`src/rtl/keyboard_escape_sequence_decoder_core_assert.svh`:
```
// assertion helpers used by the decoder core
`ifndef KEYBOARD_ESCAPE_SEQUENCE_DECODER_CORE_ASSERT_SVH
`define KEYBOARD_ESCAPE_SEQUENCE_DECODER_CORE_ASSERT_SVH

// same-cycle implication, disabled while in reset
`define KESD_ASSERT_NOW(lbl, ante, cons, msg) \
	lbl: assert property (@(posedge clk) disable iff (!arst_n) (ante) |-> (cons)) \
		else $error(msg);

// next-cycle implication, disabled while in reset
`define KESD_ASSERT_NEXT(lbl, ante, cons, msg) \
	lbl: assert property (@(posedge clk) disable iff (!arst_n) (ante) |=> (cons)) \
		else $error(msg);

`endif

```
`src/rtl/kesd_pkg.sv`:
```
package kesd_pkg;

	typedef enum logic [3:0] {
		ACT_NONE       = 4'd0,
		ACT_RIGHT      = 4'd1,
		ACT_LEFT       = 4'd2,
		ACT_UP         = 4'd3,
		ACT_DOWN       = 4'd4,
		ACT_SHIFT_LEFT  = 4'd5,
		ACT_SELECT     = 4'd6,
		ACT_SHIFT_RIGHT = 4'd7,
		ACT_LINE_DONE  = 4'd8,
		ACT_EXIT       = 4'd9
	} cmd_t;

	typedef enum logic [1:0] {
		EDIT_NONE   = 2'd0,
		EDIT_APPEND = 2'd1,
		EDIT_DELETE = 2'd2
	} edit_kind_t;

	localparam logic [7:0] KEY_BS        = 8'd8;
	localparam logic [7:0] KEY_LF        = 8'd10;
	localparam logic [7:0] KEY_CR        = 8'd13;
	localparam logic [7:0] KEY_ESC       = 8'd27;
	localparam logic [7:0] KEY_SPACE     = 8'h20;
	localparam logic [7:0] KEY_DIGIT_0   = 8'h30;
	localparam logic [7:0] KEY_DIGIT_1   = 8'h31;
	localparam logic [7:0] KEY_DIGIT_2   = 8'h32;
	localparam logic [7:0] KEY_DIGIT_5   = 8'h35;
	localparam logic [7:0] KEY_DIGIT_9   = 8'h39;
	localparam logic [7:0] KEY_UPPER_A   = 8'h41;
	localparam logic [7:0] KEY_UPPER_B   = 8'h42;
	localparam logic [7:0] KEY_UPPER_C   = 8'h43;
	localparam logic [7:0] KEY_UPPER_D   = 8'h44;
	localparam logic [7:0] KEY_UPPER_Z   = 8'h5A;
	localparam logic [7:0] KEY_BRACKET   = 8'd91;
	localparam logic [7:0] KEY_BACKQUOTE = 8'h60;
	localparam logic [7:0] KEY_LOWER_A   = 8'h61;
	localparam logic [7:0] KEY_LOWER_Z   = 8'h7A;
	localparam logic [7:0] KEY_TILDE     = 8'h7E;
	localparam logic [7:0] KEY_DEL       = 8'd127;

	typedef struct packed {
		logic [7:0] key_byte;
		logic       clear_buffer;
	} key_item_t;

	typedef struct packed {
		cmd_t       command;
		edit_kind_t edit_kind;
		logic [7:0] edit_char;
		logic [4:0] edit_position;
		logic [5:0] typed_length;
	} res_item_t;

	typedef struct packed {
		logic       clear;
		edit_kind_t op;
	} line_req_t;

	typedef struct packed {
		edit_kind_t kind;
		logic [4:0] position;
		logic [5:0] length;
	} line_rsp_t;

endpackage

```
`src/rtl/kesd_line.sv`:
```
module kesd_line #(
	parameter int MAX_TYPED_CHARS = 32
) (
	input  logic                clk,
	input  logic                arst_n,
	input  logic                step,
	input  kesd_pkg::line_req_t req,
	output kesd_pkg::line_rsp_t rsp
);

	localparam int LEN_W = $clog2(MAX_TYPED_CHARS + 1);

	logic [LEN_W-1:0]     len_q;
	logic [LEN_W-1:0]     len_base;
	logic [LEN_W-1:0]     len_next;
	logic [LEN_W-1:0]     pos;
	logic [LEN_W+5:0]     len_ext;
	logic [LEN_W+5:0]     pos_ext;
	kesd_pkg::edit_kind_t kind_d;

	// clear acts before the byte's own edit
	assign len_base = req.clear ? '0 : len_q;

	always_comb begin
		len_next = len_base;
		pos      = '0;
		kind_d   = kesd_pkg::EDIT_NONE;
		case (req.op)
			kesd_pkg::EDIT_APPEND: begin
				if (len_base < LEN_W'(MAX_TYPED_CHARS)) begin
					kind_d   = kesd_pkg::EDIT_APPEND;
					pos      = len_base;
					len_next = len_base + LEN_W'(1);
				end
			end
			kesd_pkg::EDIT_DELETE: begin
				if (len_base != '0) begin
					kind_d   = kesd_pkg::EDIT_DELETE;
					len_next = len_base - LEN_W'(1);
					pos      = len_next;
				end
			end
			default: ;
		endcase
	end

	// reported fields are the low bits of the count
	assign len_ext = {6'd0, len_next};
	assign pos_ext = {6'd0, pos};
	assign rsp     = '{kind: kind_d, position: pos_ext[4:0], length: len_ext[5:0]};

	always_ff @(posedge clk or negedge arst_n) begin
		if (!arst_n) begin
			len_q <= '0;
		end else if (step) begin
			len_q <= len_next;
		end
	end

endmodule

```
`src/rtl/keyboard_escape_sequence_decoder_core.sv`:
```
// path: an accepted item is held in the input register, and its result is written
// into the result register through the decode logic once that register is free
// throughput: one item per cycle while res is taken; the result register frees as soon as res is taken
// reset: arst_n clears the escape decoder to idle, empties the line and drops
// any item in flight
module keyboard_escape_sequence_decoder_core #(
	parameter int MAX_TYPED_CHARS = 32
) (
	input  logic                clk,
	input  logic                arst_n,
	input  logic                key_valid,
	output logic                key_ready,
	input  kesd_pkg::key_item_t key_item,
	output logic                res_valid,
	input  logic                res_ready,
	output kesd_pkg::res_item_t res_item
);

	`include "keyboard_escape_sequence_decoder_core_assert.svh"

	typedef enum logic [1:0] {
		PH_IDLE  = 2'd0,
		PH_ESC   = 2'd1,
		PH_BRACK = 2'd2,
		PH_TILDE = 2'd3
	} phase_t;

	phase_t              phase_q;
	phase_t              phase_next;
	logic                item_valid_s1;
	kesd_pkg::key_item_t item_s1;
	logic                res_valid_q;
	kesd_pkg::res_item_t res_q;
	logic                advance;
	logic                plain;
	logic [7:0]          b;
	kesd_pkg::cmd_t      cmd;
	kesd_pkg::line_req_t line_req;
	kesd_pkg::line_rsp_t line_rsp;

	function automatic logic is_text(input logic [7:0] c);
		return (c >= kesd_pkg::KEY_UPPER_A && c <= kesd_pkg::KEY_UPPER_Z) ||
			(c >= kesd_pkg::KEY_LOWER_A && c <= kesd_pkg::KEY_LOWER_Z) ||
			(c >= kesd_pkg::KEY_DIGIT_0 && c <= kesd_pkg::KEY_DIGIT_9) ||
			(c == kesd_pkg::KEY_SPACE);
	endfunction

	assign advance   = item_valid_s1 && (!res_valid_q || res_ready);
	assign key_ready = !item_valid_s1 || advance;
	assign res_valid = res_valid_q;
	assign res_item  = res_q;
	assign b         = item_s1.key_byte;

	// input register
	always_ff @(posedge clk or negedge arst_n) begin
		if (!arst_n) begin
			item_valid_s1 <= 1'b0;
		end else if (key_ready) begin
			item_valid_s1 <= key_valid;
		end
	end

	always_ff @(posedge clk) begin
		if (key_ready && key_valid) begin
			item_s1 <= key_item;
		end
	end

	// escape decoder and plain byte classification
	always_comb begin
		phase_next     = phase_q;
		cmd            = kesd_pkg::ACT_NONE;
		plain          = 1'b0;
		line_req.clear = item_s1.clear_buffer;
		line_req.op    = kesd_pkg::EDIT_NONE;
		if (b == kesd_pkg::KEY_BACKQUOTE) begin
			cmd = kesd_pkg::ACT_EXIT;
		end else begin
			unique case (phase_q)
				PH_IDLE: begin
					if (b == kesd_pkg::KEY_ESC) begin
						phase_next = PH_ESC;
					end else begin
						plain = 1'b1;
					end
				end
				PH_ESC: begin
					if (b == kesd_pkg::KEY_BRACKET) begin
						phase_next = PH_BRACK;
					end else begin
						phase_next = PH_IDLE;
						plain      = 1'b1;
					end
				end
				PH_BRACK: begin
					phase_next = PH_IDLE;
					unique case (b) inside
						kesd_pkg::KEY_UPPER_A: cmd = kesd_pkg::ACT_UP;
						kesd_pkg::KEY_UPPER_B: cmd = kesd_pkg::ACT_DOWN;
						kesd_pkg::KEY_UPPER_C: cmd = kesd_pkg::ACT_RIGHT;
						kesd_pkg::KEY_UPPER_D: cmd = kesd_pkg::ACT_LEFT;
						kesd_pkg::KEY_DIGIT_1: begin
							cmd        = kesd_pkg::ACT_SELECT;
							phase_next = PH_TILDE;
						end
						kesd_pkg::KEY_DIGIT_2: begin
							cmd        = kesd_pkg::ACT_SHIFT_LEFT;
							phase_next = PH_TILDE;
						end
						kesd_pkg::KEY_DIGIT_5: begin
							cmd        = kesd_pkg::ACT_SHIFT_RIGHT;
							phase_next = PH_TILDE;
						end
						default: plain = 1'b1;
					endcase
				end
				PH_TILDE: begin
					phase_next = PH_IDLE;
					plain      = (b != kesd_pkg::KEY_TILDE);
				end
				default: phase_next = PH_IDLE;
			endcase
		end
		if (plain) begin
			case (b) inside
				kesd_pkg::KEY_BS, kesd_pkg::KEY_DEL: line_req.op = kesd_pkg::EDIT_DELETE;
				kesd_pkg::KEY_LF, kesd_pkg::KEY_CR:  cmd = kesd_pkg::ACT_LINE_DONE;
				default: begin
					if (is_text(b)) begin
						line_req.op = kesd_pkg::EDIT_APPEND;
					end
				end
			endcase
		end
	end

	kesd_line #(
		.MAX_TYPED_CHARS(MAX_TYPED_CHARS)
	) u_line (
		.clk   (clk),
		.arst_n(arst_n),
		.step  (advance),
		.req   (line_req),
		.rsp   (line_rsp)
	);

	always_ff @(posedge clk or negedge arst_n) begin
		if (!arst_n) begin
			phase_q     <= PH_IDLE;
			res_valid_q <= 1'b0;
		end else begin
			if (advance) begin
				phase_q <= phase_next;
			end
			if (advance) begin
				res_valid_q <= 1'b1;
			end else if (res_ready) begin
				res_valid_q <= 1'b0;
			end
		end
	end

	always_ff @(posedge clk) begin
		if (advance) begin
			res_q.command       <= cmd;
			res_q.edit_kind     <= line_rsp.kind;
			res_q.edit_char     <= (line_rsp.kind == kesd_pkg::EDIT_APPEND) ? b : 8'd0;
			res_q.edit_position <= line_rsp.position;
			res_q.typed_length  <= line_rsp.length;
		end
	end

	`KESD_ASSERT_NOW(a_ready_when_free, (!res_valid_q || res_ready), key_ready,
		"input stalled although result register is free")
	`KESD_ASSERT_NEXT(a_tilde_returns_idle,
		(advance && phase_q == PH_TILDE && b != kesd_pkg::KEY_BACKQUOTE),
		(phase_q == PH_IDLE), "decoder did not leave tilde phase")
	`KESD_ASSERT_NOW(a_quit_no_edit,
		(res_valid_q && res_q.command == kesd_pkg::ACT_EXIT),
		(res_q.edit_kind == kesd_pkg::EDIT_NONE), "quit item carries a line edit")
	`KESD_ASSERT_NOW(a_char_only_on_append,
		(res_valid_q && res_q.edit_kind != kesd_pkg::EDIT_APPEND),
		(res_q.edit_char == 8'd0), "edit char set without an append")

endmodule
```
`config.mk`:
```
export PLATFORM = sky130hd
export DESIGN_NAME = keyboard_escape_sequence_decoder_core
export DESIGN_NICKNAME = d
export VERILOG_FILES = /design/src/rtl/kesd_pkg.sv /design/src/rtl/kesd_line.sv /design/src/rtl/keyboard_escape_sequence_decoder_core.sv
export VERILOG_INCLUDE_DIRS = /design/src /design/src/rtl
export SDC_FILE = /design/constraint.sdc
export NUM_CORES = 1
export LEC_CHECK = 0
export BUFFER_PORTS_ARGS = -buffer_cell sky130_fd_sc_hd__buf_2
export CAP_MARGIN = 20
export CORE_AREA = 2 2 75 77
export CTS_CLUSTER_DIAMETER = 40
export DETAILED_ROUTE_END_ITERATION = 10
export DIE_AREA = 0 0 77 79
export PLACE_DENSITY = 0.84
export SETUP_SLACK_MARGIN = 0.1
export SLEW_MARGIN = 20
export SYNTH_ARGS = -nofsm -noshare
export SYNTH_HDL_FRONTEND = slang
export SYNTH_SLANG_ARGS = --single-unit
```
`constraint.sdc`:
```
create_clock -name clk -period 2.5 [get_ports clk]
set_input_delay 0.25 -clock clk [delete_from_list [all_inputs] [get_ports clk]]
set_output_delay 0.25 -clock clk [all_outputs]
set_load 0.01 [all_outputs]
```
# == Word-level counts from Yosys, hierarchy flattened ==
# Cells that the tools add are included.
# word_totals
ff_bits,44
output_inout_bits,27
inputBits,13
word_cells,95
# classes
n_lt_le_gt_ge,7
mux,31
eq_ne,23
bitwise,1
reduce_logical,20
n_addsub,2
# ops
operator,count
"== test 8 x 7 -> 1 bit, second input constant",7
"== test 8 x 6 -> 1 bit, second input constant",4
"== test 8 x 4 -> 1 bit, second input constant",3
case mux 3 bit (7 select lines),1
two-way mux 6 bit,3
"greater-or-equal comparator 8 x 7 -> 1 bit, second input constant",2
"less-or-equal comparator 8 x 7 -> 1 bit, second input constant",2
two-way mux 4 bit,4
two-way mux 2 bit,6
case mux 6 bit (2 select lines),1
two-way mux 5 bit,2
case mux 5 bit (2 select lines),1
two-way mux 1 bit,9
"== test 8 x 5 -> 1 bit, second input constant",1
"greater-or-equal comparator 8 x 6 -> 1 bit, second input constant",1
"less-or-equal comparator 8 x 6 -> 1 bit, second input constant",1
"!= test 8 x 7 -> 1 bit, second input constant",1
case mux 2 bit (4 select lines),1
OR reduction 7 bit,1
"adder 6 x 1 -> 6 bit, second input constant",1
"== test 2 x 1 -> 1 bit, second input constant",3
"== test 2 bit, second input constant",3
"less-than comparator 6 bit, second input constant",1
nonzero test 6 bit,1
14 further kinds,24

# == Depth between registers and ports, before layout ==
# depth
ltp_word,12
depth_mapped,11
mapped_depth_nobuf,9

# == Cells and area by module ==
# Synthesis repeated with hierarchy kept, for this count alone.
# unflattened
cells_unflattened,236
hier_area_um2,2561.2
# by_module_without_submodules
mod,n_inst,area_each_um2,seq_area_each_um2,cells_per_inst
keyboard_escape_sequence_decoder_core,1,1694.1,1121.1,127
kesd_line,1,867.1,150.1,109

# == Worst setup path after synthesis ==
# No wires, ideal clock.
# synth_timing
kind,register to register
from,"register item_s1, in the netlist b[1]"
to,"register res_q, in the netlist res_item[2], data pin"
t_required_ns,2.239
path_stages_with_launch,12
period_less_slack_ns,2.773
t_arrival_ns,2.512
path_buffers,2
path_slack_ns,-0.273
setup_ns,0.261
cell_sequence,edfxtp_1 > buf_2 > a21oi_2 > o2bb2ai_1 > a2111oi_1 > o2111ai_1 > ha_1 > clkbuf_1 > and3b_1 > a32o_1 > a31oi_1 > nand2_1
# synth_rtl
item,line_no,text
from (decl),keyboard_escape_sequence_decoder_core.sv:31,kesd_pkg::key_item_t item_s1;
from (signal assigned),keyboard_escape_sequence_decoder_core.sv:65,item_s1 <= key_item;
to (decl),keyboard_escape_sequence_decoder_core.sv:33,kesd_pkg::res_item_t res_q;

==> flow_metrics.py <==
metrics = {
    "clock_tree": {
        "clk_latency_ns": 0.30,
        "numClockSinks": 44,
        "tritoncts": "done",
        "numCtsBuffers": 5,
        "cts_buffer_depth": 2,
        "clk_pin_slew_ns": 0.08,
        "h-tree-depth": 2,
        "cts_root_buffer": "clkbuf_8",
    },
    "floorplan": {
        "die-area_sq_um": 6080,
        "die_w_um": 77,
        "row_count": 27,
        "coreArea_sq_um": 5340,
        "floorplan.initialDensity": 0.486,
        "boundaryPins": 40,
        "die_y_um": 79,
    },
    "timing": {
        "setup_violations": 25,
        "fmaxAchievable_mhz": 352,
        "fin_skew_ns": 0.00601,
        "hold_slack_ns": 0.117,
        "tightest_slew_ns": 0.612,
        "relSlewSlack": 0.588,
        "hold_viol": 0,
        "period_share": 1.14,
        "drv_slew": 0,
        "period_minus_slack_ns": 2.84,
        "rsz0062_at_grt": "true",
        "worst_slack_ns": -0.345,
    },
    "detailed_routing": {
        "vias": 2523,
        "dr.pass1.iters": 5,
        "final_antenna_net_count": 0,
        "first_iter_violations": 246,
        "wl_per_cell_um": 17.4,
        "wirelength_um": 7410,
        "vias_per_cell": 5.91,
        "drc": 0,
    },
    "logic_synthesis": {
        "yosys.area.top_type_share": 0.394,
        "yosys_warnings": 0,
        "syn_nets": 273,
        "synth.top_cells.by_area": "edfxtp_1 39%, dfrtp_1 9.6%, ha_1 3.4%, nand2_1 2.9%, o21ai_0 2.3%",
        "synth-edff-count": 34,
        "synth_seq_cells": 44,
        "synth-seq-area-share": 0.490,
        "synthArstFlopShare": 0.227,
        "netlist_instances": 253,
        "synth_cell_types": 64,
        "synth_top_area_cell": "edfxtp_1",
        "synth.avg_cell_area_sq_um": 10.3,
        "synth_flop_cell": "edfxtp_1",
        "synth_area_sq_um": 2590,
    },
    "min_path": {
        "holdPathStages": 1,
        "min_path_type": "in -> reg",
        "min-delay-start": "key_item[7]",
    },
    "critical_path": {
        "end_kind": "flip-flop",
        "start_kind": "flip-flop",
        "rr_worst_depth": 9,
        "cp-startpoint": "b[4]$_DFFE_PP_",
        "critPathMaxFanout": 8,
        "r2r_slack_ns": -0.34,
        "cp_data_required_time_ns": 2.56,
        "worstPathArrival_ns": 2.90,
        "crit_type": "reg -> reg",
        "regToRegStartpoint": "b[4]$_DFFE_PP_",
    },
    "finish": {
        "n_fill_cell": 378,
        "area_delta_synth_final_pct": 44.4,
        "drive_gt1_frac": 0.459,
        "final_cell_area_sq_um": 3740,
        "antenna_cells": 0,
        "nNetsFinal": 374,
    },
    "run_status": {
        "status": "finished, violations left",
        "violations": "setup timing",
    },
    "global_routing": {
        "grt_max_degree": 20,
        "grt_pass1_vias": 2362,
        "grt_usage": 0.235,
        "grt_pass1_wl_um": 11300,
        "grt.overflow.total": 0,
        "antenna_found_initial": 0,
    },
    "power_and_ir_drop": {
        "power-per-cell-area_nw_per_um2": 561,
        "ir_drop_mv": 0.285,
        "power.leakage_uw": 0.00153,
    },
    "placement": {
        "dpl_cell_area_sq_um": 3210,
        "gp_congestion": 0.948,
        "place_hpwl_um": 4580,
        "io_buffer_count": 39,
    },
    "flow_run": {
        "drv_cap": 0,
    },
}
-- repair_timing --
item / 4_1_cts / 5_1_grt
resized for setup: 43 / 16
endpoints found under the setup margin: 26 / 27
pin swaps: 21 / 16
buffers inserted: 15 / 5
hold buffers: 1 / 0
endpoints found under the hold margin: 10 / 0
-- power by group --
| group | internal [uW] | switching (uW) | total [uW] |
|---|---|---|---|
| sequential | 868 | 48.4 | 917 |
| clock | 301 | 259 | 560 |
| combinational | 277 | 348 | 624 |
| total | 1450 | 654 | 2100 |
-- placed cells by master, fill, tap and decap left out, types with 4 or more instances in the layout --
cell	instances
buf_6	9
a21oi_2	4
a21oi_1	6
nand2b_1	9
a21o_1	6
ha_1	5
nor2_1	13
dfrtp_1	10
edfxtp_1	34
buf_2	39
nor3_1	4
nand3_1	8
o211ai_1	4
buf_4	59
nand2_1	17
clkbuf_8	5
nor2b_1	5
o21ai_0	8
nor3_2	5
inv_1	10
and2_1	5
-- layer usage --
metal	track usage	vias to the layer above	wire length, um
li1	-	1162	-
met1	0.316	1177	3040
met2	0.382	153	3570
met3	0.0364	31	567
met4	0.0982	0	238
met5	0	-	0
-- Yosys cell counts (3+ instances only) --
cell       instances
nand2_1           20
a21oi_1           11
ha_1               7
nor4_1             5
edfxtp_1          34
o211ai_1           4
clkbuf_1           4
nor2_1            14
a2bb2oi_1          3
nand3_1            8
and2_1             7
o21ai_0           12
buf_2              7
nor2b_1            5
a21o_1             7
nand2b_1           9
o31ai_1            3
nor3_1             8
a31oi_1            3
o21bai_1           3
dfrtp_1           10
buf_4              3
inv_1             11
nand4b_1           3
-- worst max-delay path, cell delays in order, from the launching register on --
cell and delay [ns]:
edfxtp_1 0.51, and4bb_2 0.31, o21a_1 0.20, o211ai_1 0.28, o2111ai_1 0.21, ha_2 0.41
and3b_1 0.19, a32o_2 0.24, a31oi_1 0.18, nand2_1 0.07
-- state kept, by name (all words and copies together), names as in the netlist --
| name | flops |
|---|---|
| res_item | 25 |
| phase_q | 2 |
| res_valid | 1 |
| b | 8 |
| item_valid_s1 | 1 |
| item_s1 | 1 |
| u_line.len_q | 6 |
-- cells by family after synthesis --
| group | Yosys count | share of synthesized area |
|---|---|---|
| compound gates | 77 | 0.215 |
| xor+xnor | 2 | 0.00675 |
| fa+ha+maj | 7 | 0.0338 |
| buf+inv | 27 | 0.0468 |
| flops | 44 | 0.490 |
| mux | 1 | 0.00434 |
| simple gates | 95 | 0.203 |
-- path summary, 6_finish.rpt --
| check | end |
|---|---|
| setup reg to reg | res_item[2]$_DFFE_PP_ |
| hold reg to reg | res_valid$_DFFE_PN0P_ |
| hold / removal | b[6]$_DFFE_PP_ |
| max in group asynchronous | u_line.len_q[2]$_DFFE_PN0P_ |
| setup / recovery | res_item[2]$_DFFE_PP_ |
| min in group asynchronous | u_line.len_q[1]$_DFFE_PN0P_ |
-- final cells by class --
class | count | area (sq um) | area share
Sequential cell | 44 | 1270 | 0.339
Tap cell | 72 | 90.1 | 0.0241
Clock buffer | 5 | 68.8 | 0.0184
Multi-Input combinational cell | 182 | 1460 | 0.389
Inverter | 12 | 47.5 | 0.0127
Timing Repair Buffer | 109 | 764 | 0.204
Clock inverter | 3 | 47.5 | 0.0127
-- stage by stage --
stage | cells | TNS (ns) | power [uW] | utilization | worst slack, ns
CTS | 424 | -1.16 | 2050 | 0.681 | -0.164
floorplan | 253 | -0.00759 | 1230 | - | -0.00759
global placement | 400 | -2.58 | 1410 | 0.602 | -0.164
finish | 427 | -6.53 | 2100 | 0.702 | -0.345
detailed placement | 400 | -3.36 | 1420 | 0.602 | -0.211
global route | 427 | -7.61 | 2190 | 0.702 | -0.392
(Power assumes the default switching activity.)
